### config.mk
export PLATFORM = sky130hd
export DESIGN_NAME = grid_ray_march_column_unit
export DESIGN_NICKNAME = d
export VERILOG_FILES = /design/src/design/grm_pkg.sv /design/src/design/grid_ray_march_column_unit.sv
export SDC_FILE = /design/constraint.sdc
export NUM_CORES = 2
export LEC_CHECK = 0
export ABC_CLOCK_PERIOD_IN_PS = 35200
export BUFFER_PORTS_ARGS = -buffer_cell sky130_fd_sc_hd__buf_4
export CORE_MARGIN = 10
export CORE_UTILIZATION = 50
export DETAILED_ROUTE_END_ITERATION = 10
export PLACE_DENSITY = 0.67
export SLEW_MARGIN = 10
export SYNTH_ARGS = -nofsm -noshare
export SYNTH_HDL_FRONTEND = slang
export SYNTH_SLANG_ARGS = --single-unit
### constraint.sdc
create_clock -name clk -period 35.2 [get_ports clk]
set_clock_uncertainty 0.15 [all_clocks]
set_input_delay 3.52 -clock clk [delete_from_list [all_inputs] [get_ports clk]]
set_output_delay 3.52 -clock clk [all_outputs]
set_load 0.05 [all_outputs]
### src/design/grm_pkg.sv
package grm_pkg;

    localparam int MAP_SIZE       = 16;
    localparam int STEPS_PER_TILE = 10;
    localparam int CELL_SPAN      = 16384 * STEPS_PER_TILE;
    localparam int POS_W          = $clog2(CELL_SPAN);
    localparam int N_W            = $clog2(16 * STEPS_PER_TILE + 1);
    localparam int CELL_W         = 6;
    localparam int MUL_A_W        = 15;
    localparam int MUL_B_W        = 10;
    localparam int DIV_N_W        = MUL_A_W + MUL_B_W;
    localparam int DIV_D_W        = 12;
    localparam int DIV_CNT_W      = $clog2(DIV_N_W);

    localparam logic signed [POS_W+1:0] SPAN_WIDE = (POS_W+2)'(CELL_SPAN);
    localparam logic [N_W-1:0]          TWO_S     = N_W'(2 * STEPS_PER_TILE);

    typedef enum logic [2:0] {
        REG_WALL0  = 3'd0,
        REG_WALL1  = 3'd1,
        REG_WALL2  = 3'd2,
        REG_WALL3  = 3'd3,
        REG_FOV    = 3'd4,
        REG_WIDTH  = 3'd5,
        REG_HEIGHT = 3'd6,
        REG_DEPTH  = 3'd7
    } cfg_reg_t;

    typedef struct packed {
        logic [POS_W-1:0]         pos;
        logic signed [CELL_W-1:0] tile;
    } axis_t;

    function automatic logic [14:0] quarter_sine(input logic [5:0] idx);
        logic [14:0] v;
        case (idx)
            6'd0:  v = 15'd0;
            6'd1:  v = 15'd804;
            6'd2:  v = 15'd1606;
            6'd3:  v = 15'd2404;
            6'd4:  v = 15'd3196;
            6'd5:  v = 15'd3981;
            6'd6:  v = 15'd4756;
            6'd7:  v = 15'd5520;
            6'd8:  v = 15'd6270;
            6'd9:  v = 15'd7005;
            6'd10: v = 15'd7723;
            6'd11: v = 15'd8423;
            6'd12: v = 15'd9102;
            6'd13: v = 15'd9760;
            6'd14: v = 15'd10394;
            6'd15: v = 15'd11003;
            6'd16: v = 15'd11585;
            6'd17: v = 15'd12140;
            6'd18: v = 15'd12665;
            6'd19: v = 15'd13160;
            6'd20: v = 15'd13623;
            6'd21: v = 15'd14053;
            6'd22: v = 15'd14449;
            6'd23: v = 15'd14811;
            6'd24: v = 15'd15137;
            6'd25: v = 15'd15426;
            6'd26: v = 15'd15679;
            6'd27: v = 15'd15893;
            6'd28: v = 15'd16069;
            6'd29: v = 15'd16207;
            6'd30: v = 15'd16305;
            6'd31: v = 15'd16364;
            default: v = 15'd16384;
        endcase
        return v;
    endfunction

    // one march step along one axis, tile index moves by at most one
    function automatic axis_t axis_step(input axis_t cur, input logic signed [15:0] dir);
        logic signed [POS_W+1:0] sum;
        axis_t                   nxt;
        sum = $signed({2'b00, cur.pos}) + (POS_W+2)'(dir);
        nxt = cur;
        if (sum < 0)
        begin
            nxt.pos  = POS_W'(sum + SPAN_WIDE);
            nxt.tile = cur.tile - CELL_W'(1);
        end
        else if (sum >= SPAN_WIDE)
        begin
            nxt.pos  = POS_W'(sum - SPAN_WIDE);
            nxt.tile = cur.tile + CELL_W'(1);
        end
        else
        begin
            nxt.pos = POS_W'(sum);
        end
        return nxt;
    endfunction

endpackage

### src/design/grid_ray_march_column_unit.sv
// Casts the ray of one screen column through a 16x16 wall bitmap.
// Command port: an item (player_x, player_y, heading, column_index) is taken
// at a clock edge with start high and busy low. busy stays high until the
// result is out. The result is shown for one cycle with done high; the
// receiver has no way to hold it, so it must take it in that cycle.
// Configuration: cfg_write, cfg_index, cfg_data write one register per edge,
// indexes 0..3 wall rows, 4 field of view, 5 screen width, 6 screen height,
// 7 max depth. Write only while busy is low.
// Sequence: busy covers the angle division, sine and cosine, a march of n steps
// (1 to 10 * max_depth) and the ceiling division, and done follows; with start
// held, the next item is taken once busy falls. The two 25-step divisions (ray
// angle, ceiling row) run on one shared restoring divider, the multiplications on
// one shared multiplier, and the march does one step per cycle.
// Reset: registers return to their defaults (empty map, 8192 view angle,
// 320 x 240 screen, depth 16), the sequencer goes idle and no result is
// pending.
module grid_ray_march_column_unit
    import grm_pkg::*;
(
    input  logic               clk,
    input  logic               rst_n,
    input  logic               start,
    output logic               busy,
    input  logic [15:0]        player_x,
    input  logic [15:0]        player_y,
    input  logic [15:0]        heading,
    input  logic [9:0]         column_index,
    output logic               done,
    output logic [9:0]         column_out,
    output logic [7:0]         distance_tenths,
    output logic               wall_visible,
    output logic signed [10:0] ceiling_row,
    output logic [10:0]        floor_row,
    input  logic               cfg_write,
    input  logic [2:0]         cfg_index,
    input  logic [63:0]        cfg_data
);

    typedef enum logic [3:0] {
        S_IDLE,
        S_ANG_MUL,
        S_ANG_LOAD,
        S_ANG_DIV,
        S_RAY,
        S_SIN_MUL,
        S_COS_MUL,
        S_COS_FIN,
        S_MARCH,
        S_CEIL_MUL,
        S_CEIL_LOAD,
        S_CEIL_DIV,
        S_OUT
    } state_t;

    logic [63:0] wall0_reg, wall1_reg, wall2_reg, wall3_reg;
    logic [14:0] fov_reg;
    logic [10:0] width_reg;
    logic [9:0]  height_reg;
    logic [4:0]  depth_reg;

    state_t state_reg, state_next;
    logic [15:0] px_reg, px_next, py_reg, py_next, hd_reg, hd_next;
    logic [9:0]  col_reg, col_next;
    logic [DIV_N_W-1:0] prod_reg, prod_next;
    logic [DIV_N_W-1:0] quo_reg, quo_next;
    logic [DIV_D_W-1:0] rem_reg, rem_next, dvs_reg, dvs_next;
    logic [DIV_CNT_W-1:0] cnt_reg, cnt_next;
    logic [15:0] ray_reg, ray_next;
    logic [14:0] sin_base_reg, sin_base_next;
    logic        sin_sat_reg, sin_sat_next, sin_neg_reg, sin_neg_next;
    logic signed [15:0] ex_reg, ex_next, ey_reg, ey_next;
    axis_t       ax_reg, ax_next, ay_reg, ay_next;
    logic [N_W-1:0] n_reg, n_next;
    logic        cneg_reg, cneg_next;
    logic        done_reg, done_next;
    logic [9:0]  col_out_reg, col_out_next;
    logic [7:0]  dist_reg, dist_next;
    logic        vis_reg, vis_next;
    logic signed [10:0] ceil_reg, ceil_next;
    logic [10:0] floor_reg, floor_next;

    logic [10:0]    width_eff;
    logic [4:0]     depth_eff;
    logic [N_W-1:0] limit;
    logic [255:0]   wall_map;

    logic [15:0] angle;
    logic [14:0] tq;
    logic [5:0]  tidx;
    logic [14:0] tab_lo, tab_hi, tab_diff;
    logic [14:0] trig_mag;
    logic signed [15:0] trig_val;

    logic [MUL_A_W-1:0] mul_a;
    logic [MUL_B_W-1:0] mul_b;

    logic [DIV_D_W:0]   div_shift;
    logic               div_ge;

    axis_t ax_step, ay_step;
    logic  leave_map, hit_wall;
    logic [N_W-1:0] c_mag;
    logic [9:0]     c_sat;
    logic [15:0]    n_wide;

    assign width_eff = (width_reg == 11'd0) ? 11'd1 : width_reg;
    assign depth_eff = (depth_reg == 5'd0) ? 5'd1 : ((depth_reg > 5'd16) ? 5'd16 : depth_reg);
    assign limit     = N_W'(depth_eff * STEPS_PER_TILE);
    assign wall_map  = {wall3_reg, wall2_reg, wall1_reg, wall0_reg};

    // sine table lookup, cosine is sine a quarter turn on
    assign angle    = (state_reg == S_COS_MUL) ? ray_reg + 16'd16384 : ray_reg;
    assign tq       = angle[14] ? 15'(15'd16384 - {1'b0, angle[13:0]}) : {1'b0, angle[13:0]};
    assign tidx     = tq[14:9];
    assign tab_lo   = quarter_sine(tidx);
    assign tab_hi   = quarter_sine(tidx + 6'd1);
    assign tab_diff = tab_hi - tab_lo;
    assign trig_mag = sin_sat_reg ? 15'd16384 : sin_base_reg + 15'(prod_reg >> 9);
    assign trig_val = sin_neg_reg ? -$signed({1'b0, trig_mag}) : $signed({1'b0, trig_mag});

    assign div_shift = {rem_reg, quo_reg[DIV_N_W-1]};
    assign div_ge    = div_shift >= {1'b0, dvs_reg};

    assign ax_step   = axis_step(ax_reg, ex_reg);
    assign ay_step   = axis_step(ay_reg, ey_reg);
    assign leave_map = ax_step.tile[CELL_W-1] || (ax_step.tile >= $signed(CELL_W'(MAP_SIZE)))
                    || ay_step.tile[CELL_W-1] || (ay_step.tile >= $signed(CELL_W'(MAP_SIZE)));
    assign hit_wall  = wall_map[{ay_step.tile[3:0], ax_step.tile[3:0]}];

    assign c_mag  = (n_reg < TWO_S) ? TWO_S - n_reg : n_reg - TWO_S;
    assign c_sat  = (quo_reg > DIV_N_W'(1023)) ? 10'd1023 : quo_reg[9:0];
    assign n_wide = 16'(n_reg);

    always_comb
    begin
        case (state_reg)
            S_ANG_MUL:
            begin
                mul_a = fov_reg;
                mul_b = col_reg;
            end
            S_SIN_MUL, S_COS_MUL:
            begin
                mul_a = tab_diff;
                mul_b = {1'b0, tq[8:0]};
            end
            S_CEIL_MUL:
            begin
                mul_a = MUL_A_W'(height_reg);
                mul_b = MUL_B_W'(c_mag);
            end
            default:
            begin
                mul_a = '0;
                mul_b = '0;
            end
        endcase
    end

    always_comb
    begin
        state_next    = state_reg;
        px_next       = px_reg;
        py_next       = py_reg;
        hd_next       = hd_reg;
        col_next      = col_reg;
        prod_next     = DIV_N_W'(mul_a * mul_b);
        quo_next      = quo_reg;
        rem_next      = rem_reg;
        dvs_next      = dvs_reg;
        cnt_next      = cnt_reg;
        ray_next      = ray_reg;
        sin_base_next = sin_base_reg;
        sin_sat_next  = sin_sat_reg;
        sin_neg_next  = sin_neg_reg;
        ex_next       = ex_reg;
        ey_next       = ey_reg;
        ax_next       = ax_reg;
        ay_next       = ay_reg;
        n_next        = n_reg;
        cneg_next     = cneg_reg;
        done_next     = 1'b0;
        col_out_next  = col_out_reg;
        dist_next     = dist_reg;
        vis_next      = vis_reg;
        ceil_next     = ceil_reg;
        floor_next    = floor_reg;

        case (state_reg)
            S_IDLE:
            begin
                if (start)
                begin
                    px_next    = player_x;
                    py_next    = player_y;
                    hd_next    = heading;
                    col_next   = column_index;
                    state_next = S_ANG_MUL;
                end
            end
            S_ANG_MUL:
            begin
                state_next = S_ANG_LOAD;
            end
            S_ANG_LOAD:
            begin
                quo_next   = prod_reg;
                rem_next   = '0;
                dvs_next   = DIV_D_W'(width_eff);
                cnt_next   = '0;
                state_next = S_ANG_DIV;
            end
            S_ANG_DIV, S_CEIL_DIV:
            begin
                rem_next = div_ge ? DIV_D_W'(div_shift - {1'b0, dvs_reg})
                                  : div_shift[DIV_D_W-1:0];
                quo_next = {quo_reg[DIV_N_W-2:0], div_ge};
                cnt_next = cnt_reg + DIV_CNT_W'(1);
                if (cnt_reg == DIV_CNT_W'(DIV_N_W - 1))
                begin
                    state_next = (state_reg == S_ANG_DIV) ? S_RAY : S_OUT;
                end
            end
            S_RAY:
            begin
                ray_next   = hd_reg - 16'(fov_reg >> 1) + quo_reg[15:0];
                state_next = S_SIN_MUL;
            end
            S_SIN_MUL:
            begin
                sin_base_next = tab_lo;
                sin_sat_next  = tidx[5];
                sin_neg_next  = angle[15];
                state_next    = S_COS_MUL;
            end
            S_COS_MUL:
            begin
                ex_next       = trig_val;
                sin_base_next = tab_lo;
                sin_sat_next  = tidx[5];
                sin_neg_next  = angle[15];
                state_next    = S_COS_FIN;
            end
            S_COS_FIN:
            begin
                ey_next      = trig_val;
                ax_next.pos  = POS_W'(px_reg[11:0] * (4 * STEPS_PER_TILE));
                ax_next.tile = CELL_W'(px_reg[15:12]);
                ay_next.pos  = POS_W'(py_reg[11:0] * (4 * STEPS_PER_TILE));
                ay_next.tile = CELL_W'(py_reg[15:12]);
                n_next       = N_W'(1);
                state_next   = S_MARCH;
            end
            S_MARCH:
            begin
                ax_next = ax_step;
                ay_next = ay_step;
                if (leave_map)
                begin
                    n_next     = limit;
                    state_next = S_CEIL_MUL;
                end
                else if (hit_wall || n_reg == limit)
                begin
                    state_next = S_CEIL_MUL;
                end
                else
                begin
                    n_next = n_reg + N_W'(1);
                end
            end
            S_CEIL_MUL:
            begin
                cneg_next  = n_reg < TWO_S;
                state_next = S_CEIL_LOAD;
            end
            S_CEIL_LOAD:
            begin
                quo_next   = prod_reg;
                rem_next   = '0;
                dvs_next   = DIV_D_W'({n_reg, 1'b0});
                cnt_next   = '0;
                state_next = S_CEIL_DIV;
            end
            S_OUT:
            begin
                done_next    = 1'b1;
                col_out_next = col_reg;
                dist_next    = (n_wide > 16'd255) ? 8'd255 : n_wide[7:0];
                vis_next     = n_reg < limit;
                ceil_next    = cneg_reg ? -$signed({1'b0, c_sat}) : $signed({1'b0, c_sat});
                floor_next   = {1'b0, height_reg}
                             - (cneg_reg ? 11'(-$signed({1'b0, c_sat})) : {1'b0, c_sat});
                state_next   = S_IDLE;
            end
            default:
            begin
                state_next = S_IDLE;
            end
        endcase
    end

    always_ff @(posedge clk or negedge rst_n)
    begin
        if (!rst_n)
        begin
            state_reg   <= S_IDLE;
            done_reg    <= 1'b0;
            col_out_reg <= '0;
            dist_reg    <= '0;
            vis_reg     <= 1'b0;
            ceil_reg    <= '0;
            floor_reg   <= '0;
        end
        else
        begin
            state_reg   <= state_next;
            done_reg    <= done_next;
            col_out_reg <= col_out_next;
            dist_reg    <= dist_next;
            vis_reg     <= vis_next;
            ceil_reg    <= ceil_next;
            floor_reg   <= floor_next;
        end
    end

    always_ff @(posedge clk)
    begin
        px_reg       <= px_next;
        py_reg       <= py_next;
        hd_reg       <= hd_next;
        col_reg      <= col_next;
        prod_reg     <= prod_next;
        quo_reg      <= quo_next;
        rem_reg      <= rem_next;
        dvs_reg      <= dvs_next;
        cnt_reg      <= cnt_next;
        ray_reg      <= ray_next;
        sin_base_reg <= sin_base_next;
        sin_sat_reg  <= sin_sat_next;
        sin_neg_reg  <= sin_neg_next;
        ex_reg       <= ex_next;
        ey_reg       <= ey_next;
        ax_reg       <= ax_next;
        ay_reg       <= ay_next;
        n_reg        <= n_next;
        cneg_reg     <= cneg_next;
    end

    // configuration registers
    always_ff @(posedge clk or negedge rst_n)
    begin
        if (!rst_n)
        begin
            wall0_reg  <= '0;
            wall1_reg  <= '0;
            wall2_reg  <= '0;
            wall3_reg  <= '0;
            fov_reg    <= 15'd8192;
            width_reg  <= 11'd320;
            height_reg <= 10'd240;
            depth_reg  <= 5'd16;
        end
        else if (cfg_write)
        begin
            case (cfg_index)
                REG_WALL0:  wall0_reg  <= cfg_data;
                REG_WALL1:  wall1_reg  <= cfg_data;
                REG_WALL2:  wall2_reg  <= cfg_data;
                REG_WALL3:  wall3_reg  <= cfg_data;
                REG_FOV:    fov_reg    <= cfg_data[14:0];
                REG_WIDTH:  width_reg  <= cfg_data[10:0];
                REG_HEIGHT: height_reg <= cfg_data[9:0];
                REG_DEPTH:  depth_reg  <= cfg_data[4:0];
                default:    depth_reg  <= depth_reg;
            endcase
        end
    end

    assign busy            = (state_reg != S_IDLE);
    assign done            = done_reg;
    assign column_out      = col_out_reg;
    assign distance_tenths = dist_reg;
    assign wall_visible    = vis_reg;
    assign ceiling_row     = ceil_reg;
    assign floor_row       = floor_reg;

    a_done_idle: assert property (@(posedge clk) disable iff (!rst_n)
        done |-> !busy)
        else $error("result strobe while a transaction is still running");

    a_start_busy: assert property (@(posedge clk) disable iff (!rst_n)
        (start && !busy) |=> busy)
        else $error("accepted transaction did not raise busy");

    a_march_range: assert property (@(posedge clk) disable iff (!rst_n)
        (state_reg == S_MARCH) |-> (n_reg >= N_W'(1) && n_reg <= limit))
        else $error("march step count out of range");

    a_visible_depth: assert property (@(posedge clk) disable iff (!rst_n)
        (done && wall_visible) |-> (16'(distance_tenths) < 16'(limit)))
        else $error("visible wall at or beyond max depth");

endmodule
== Word-level counts from Yosys, hierarchy flattened ==
Memory sizes are Yosys's and may differ from the RTL's.
Cells that the tools add are included.

* Register bits after elaboration: 602
* Bits in read-only memories: 896
* Memories kept: 2

* $add $sub $neg: 25
* Multiply operators: 4
* $lt $le $gt $ge: 13
* Equal/unequal tests: 25
* Muxes and demuxes: 40
* Reduce and logical (&&, ||, !) cells: 26

{| class="wikitable"
|+ Memory list
! name !! words !! bits a word !! read ports !! clocked after Yosys merged registers in !! wr ports !! RTL line !! text
|-
| (name not given) || 32 || 14 || 1 || 0 || 0 || grm_pkg.sv:36 || <nowiki>case (idx)</nowiki>
|-
| (name not given) || 32 || 14 || 1 || 0 || 0 || grm_pkg.sv:36 ||
|}

{| class="wikitable"
|+ Operators by type and width
! cell !! count
|-
| $pmux 24 s2 || 2
|-
| $mux 15 || 4
|-
| $pmux 25 s2 || 1
|-
| $mux 24 || 2
|-
| $pmux 12 s2 || 2
|-
| $pmux 15 s3 || 1
|-
| $pmux 4 s11 || 1
|-
| $add 19x16->20 || 2
|-
| $ge 20x19->1 const B || 2
|-
| $lt 20x1->1 const B || 2
|-
| $add 18x18->18 const B || 2
|-
| $mux 18 || 2
|-
| $sub 18x18->18 const B || 2
|-
| $mux 16 || 2
|-
| $mux 8 || 4
|-
| $mul 12x3->15 const B || 2
|-
| $pmux 10 s3 || 1
|-
| $gt 25x10->1 const B || 1
|-
| $mul 15x10->25 || 1
|-
| $mux 11 || 2
|-
| $eq 4x4->1 const B || 5
|-
| $mux 4 || 5
|-
| $reduce_and 2->1 || 10
|-
| $add 16x15->16 const B || 1
|-
| other kinds (51) || 74
|}

== Longest topological paths before layout ==
* Depth in word-level cells: 10
* Mapped depth: 54

== Least setup slack after synthesis ==
Ideal clock, no wire load.

* Path kind: register to register
* Start: register state_reg[3]
* End: register prod_reg[24]
* Arrival time: 11.528 ns
* Setup slack: 23.392 ns
* Stages on the path, launching flop included: 50
* Buffers on the path: 5
* Clock period less this slack: 11.808 ns
* Path through: dfrtp_1 -> clkbuf_1 -> nand2b_1 -> nor2_1 -> xor2_1 -> o41ai_1 -> xor2_1 -> clkbuf_1 -> inv_1 -> clkbuf_1 -> ha_1 -> inv_1 -> ha_1 -> clkbuf_1 -> clkbuf_1 -> a21oi_1 -> o22a_1 -> a21oi_1 -> [14 not listed] -> fa_1 -> inv_1 -> fa_1 -> fa_1 -> inv_1 -> fa_1 -> ha_1 -> inv_1 -> o21bai_1 -> a21oi_1 -> o21bai_1 -> a21oi_1 -> o2111ai_1 -> a31oi_1 -> nor2b_1 -> o21a_1 -> o41ai_1 -> xnor2_1

* Longest elaborated chain between the ends: 10
* Elaborated cells between the ends (all ways): 17
* Those cells by class: add/sub: 3; mul: 1; eq/ne: 4; mux: 6; reduce/logical: 1; memory: 2

{| class="wikitable"
|+ Ends and longest elaborated chain
! item !! RTL line !! text
|-
| start, declared || grid_ray_march_column_unit.sv:61 || <nowiki>state_t state_reg, state_next;</nowiki>
|-
| start signal, assigned || grid_ray_march_column_unit.sv:317 || <nowiki>state_reg <= state_next;</nowiki>
|-
| $eq 4x3->1 || grid_ray_march_column_unit.sv:112, grid_ray_march_column_unit.sv:136 ||
|-
| $mux 16 || grid_ray_march_column_unit.sv:112 || <nowiki>assign angle = (state_reg == S_COS_MUL) ? ray_reg + 16'd16384 : ray_reg;</nowiki>
|-
| $sub 15x14->15 || grid_ray_march_column_unit.sv:113 || <nowiki>assign tq = angle[14] ? 15'(15'd16384 - {1'b0, angle[13:0]}) : {1'b0, angle[13:0]};</nowiki>
|-
| $mux 15 || grid_ray_march_column_unit.sv:113 ||
|-
| $add 6x1->6 || grid_ray_march_column_unit.sv:116 || <nowiki>assign tab_hi = quarter_sine(tidx + 6'd1);</nowiki>
|-
| $mem_v2 32x14 || - ||
|-
| $mux 15 || grm_pkg.sv:36 ||
|-
| $sub 15x15->15 || grid_ray_march_column_unit.sv:117 || <nowiki>assign tab_diff = tab_hi - tab_lo;</nowiki>
|-
| $pmux 15 s3 || grid_ray_march_column_unit.sv:136 || <nowiki>case (state_reg)</nowiki>
|-
| $mul 15x10->25 (*) || grid_ray_march_column_unit.sv:167 || <nowiki>prod_next = DIV_N_W'(mul_a * mul_b);</nowiki>
|-
| net prod_next[24] || grid_ray_march_column_unit.sv:64 || <nowiki>logic [DIV_N_W-1:0] prod_reg, prod_next;</nowiki>
|-
| end signal, assigned || grid_ray_march_column_unit.sv:333 || <nowiki>prod_reg <= prod_next;</nowiki>
|-
| end, declared || grid_ray_march_column_unit.sv:64 ||
|}

The timed path passes the listed nets; every way through them passes the cells marked *.
A chain may end at the register's enable or synchronous reset.

== Final worst setup path ==
* Start: register state_reg[2]
* End: register prod_reg[24]

The elaborated chain is that of the path after synthesis.

==> metrics <==
Synth area leader=dfrtp_1; final hold vios=0; worst-margin pin slew=1110 ps; CTS tree=yes; Synth top area share=21.9%; DR vias=26,821; most used cell, CP=inv_1; final worst path period share=36.6%; final slew viol count=0; Site Rows=101; Placed Area=0.0406 sq mm; required time of the critical path=35,520 ps; status=finished clean; HPWL Detailed=72.0 mm; largest net degree at the start of global routing=161; I/O pin count=172; final instance area=0.0430 sq mm; top-count cell post-synth=dfrtp_1; DIE HEIGHT=296 microns; post-synthesis area per instance=10.9 sq um; synthesized area=0.0382 sq mm; CTS root buf=clkbuf_16; power density cells=108 mW/mm^2; maximum VDD drop=0.0824 mV; Antenna Violating Nets Remaining=0; core box area=0.0758 sq mm; syn_nets=4,006; final setup violation count=0; Setup TNS Final=0 ps; CTS Sinks=600; Area contributors post-synth=dfrtp_1 22%, edfxtp_1 18%, mux2_2 9.5%; CTS max path bufs=3; reg-to-reg setup timing slack=22,330 ps; initial antenna violation count=1; final worst path period need=12,870 ps; CP bufs+invs=9; worst slew margin relative to its limit=25.3%; Slowest Stage Delay on Critical Path=840 ps; Main synth FF type=dfrtp_1; register area share after synthesis=42.0%; Final GP Congestion=0.912; delay-heaviest family, CP=compound AO/OA/AOI/OAI gates; share of layout cells above drive strength 1=19.9%; CTS buffer count=69; max frequency=77.7 MHz; final WL=99.2 mm; element type at the critical path end=flip-flop; Synth cell types=88; ranking of synthesized cells by instance count=335 x dfrtp_1, 321 x mux2_2, 294 x inv_1, 279 x nand2_1, 249 x ha_1; max-cap viol count=0; post-CTS setup buffer count=0; Hold Buf Count CTS=0; CP Class=reg -> reg; leakage=0.0191 uW; worst skew pair latency=620 ps; Overflow after GRT=0; I/O Buffers=171; EDFF count, synth=232; CTS resizes=0; first-pass GRT wire length=155 mm; worst hold start=column_out[8]; count of warnings emitted by yosys=0; # DRC=0; Die Wd=296 microns; first-pass detailed-route iteration total=6; Initial DRC Count=2,023; number of H-tree levels=3; RR Endpoint=prod_reg[24]; Hold Path Depth=2; antenna cell count=0; Worst EP arrival=13,190 ps; unrepaired setup endpoints after global routing=no; Critical-path top delay cell=nor2_2; GRT Total Usage=22.5%; Area growth syn-to-layout=12.5%; wire length per cell=21.2 microns; Mapped Cells=3,503; vias in the first global route=26,634; RR Startpoint=state_reg[2]; via-per-instance ratio=5.73; FFs w/ async S/R, synth=57.2%; critical path fanouts, max=25; CP Launch Type=flip-flop; Die ar.=0.0879 sq mm; Seq cells post-synth=600; worst hold endpoint=column_out[8]; Reg2Reg Depth=48; Hold WC Path Type=reg -> reg; Initial Util=50.4%; layout net count=4,155; Clock transition at path regs=60 ps
==> metrics by stage <==
stage               util [%]  total power, uW  instances  setup WS, ps  hold slack, ps
finish                  56.7             4640       4684         22330             325
global route            56.7             4990       4684         21250             357
floorplan                  -             3120       3503         23390             290
CTS                     56.7             4630       4684         22440             328
detailed placement      53.6             3870       4559         22500             314
global placement        53.6             3850       4559         22670             303
==> layout by cell type, fill, tap and decap left out, types with 52 or more instances in the layout <==
cell | netlist | final
a211oi_1 | 52 | 52
a21oi_1 | 167 | 166
buf_4 | 5 | 225
clkbuf_16 | 0 | 71
dfrtp_1 | 335 | 335
edfxtp_1 | 232 | 232
fa_1 | 125 | 125
ha_1 | 249 | 249
inv_1 | 294 | 293
mux2_2 | 321 | 321
mux2i_1 | 129 | 129
nand2_1 | 279 | 278
nor2_1 | 237 | 235
o21ai_0 | 148 | 148
xnor2_1 | 142 | 141
==> layer usage <==
| layer | vias up | GRT usage [%] | share of wire (%) |
|---|---|---|---|
| met5 | - | 0 | 0.011 |
| met4 | 2 | 6.09 | 2.4 |
| met3 | 138 | 4.43 | 6.7 |
| met2 | 766 | 34.7 | 45 |
| met1 | 13284 | 32.0 | 46 |
| li1 | 12631 | - | - |
==> kinds of logic (layout without fill, tap and decap cells) <==
logic type               after synthesis  in the layout  share of synthesized area [%]
AND/OR/NAND/NOR                      796            796                           9.49
AO/OA/AOI/OAI                        619            619                           10.4
flip-flops                           600            600                           42.0
multiplexers                         476            476                           14.4
buffers and inverters                446            649                           4.59
adder cells (fa/ha/maj)              374            374                           14.7
XOR/XNOR                             192            192                           4.46
==> how the worst max path moves through the flow <==
stage               slack, ps    startpoint  depth (start not counted)      endpoint
global route            21250  state_reg[2]                         47  prod_reg[24]
detailed placement      22500  state_reg[2]                         48  prod_reg[24]
CTS                     22440  state_reg[2]                         48  prod_reg[24]
global placement        22670  state_reg[2]                         48  prod_reg[24]
floorplan               23390  state_reg[3]                         49  prod_reg[24]
finish                  22330  state_reg[2]                         48  prod_reg[24]
==> worst min-delay path, stage by stage, from the launching register on <==
cell     delay [ps]
dfrtp_1         340
nand2_1          50
nand2_1          50
==> layout make-up <==
cell class | instances | area [sq um]
inverters | 296 | 1110
flip-flops and latches | 600 | 16100
repair buffers | 228 | 1740
multi-input cells | 2457 | 20500
clock inverters | 32 | 360
clock buffers | 93 | 1970
well taps | 978 | 1220
fillers | 6523 | 32800
==> where the power goes <==
part	leakage [uW]	switching [uW]	internal, uW
Sequential	0.00650	141	990
Clock	0.00115	304	428
Combinational	0.0115	1680	1100
Total	0.0191	2120	2520
(Power assumes the default switching activity.)
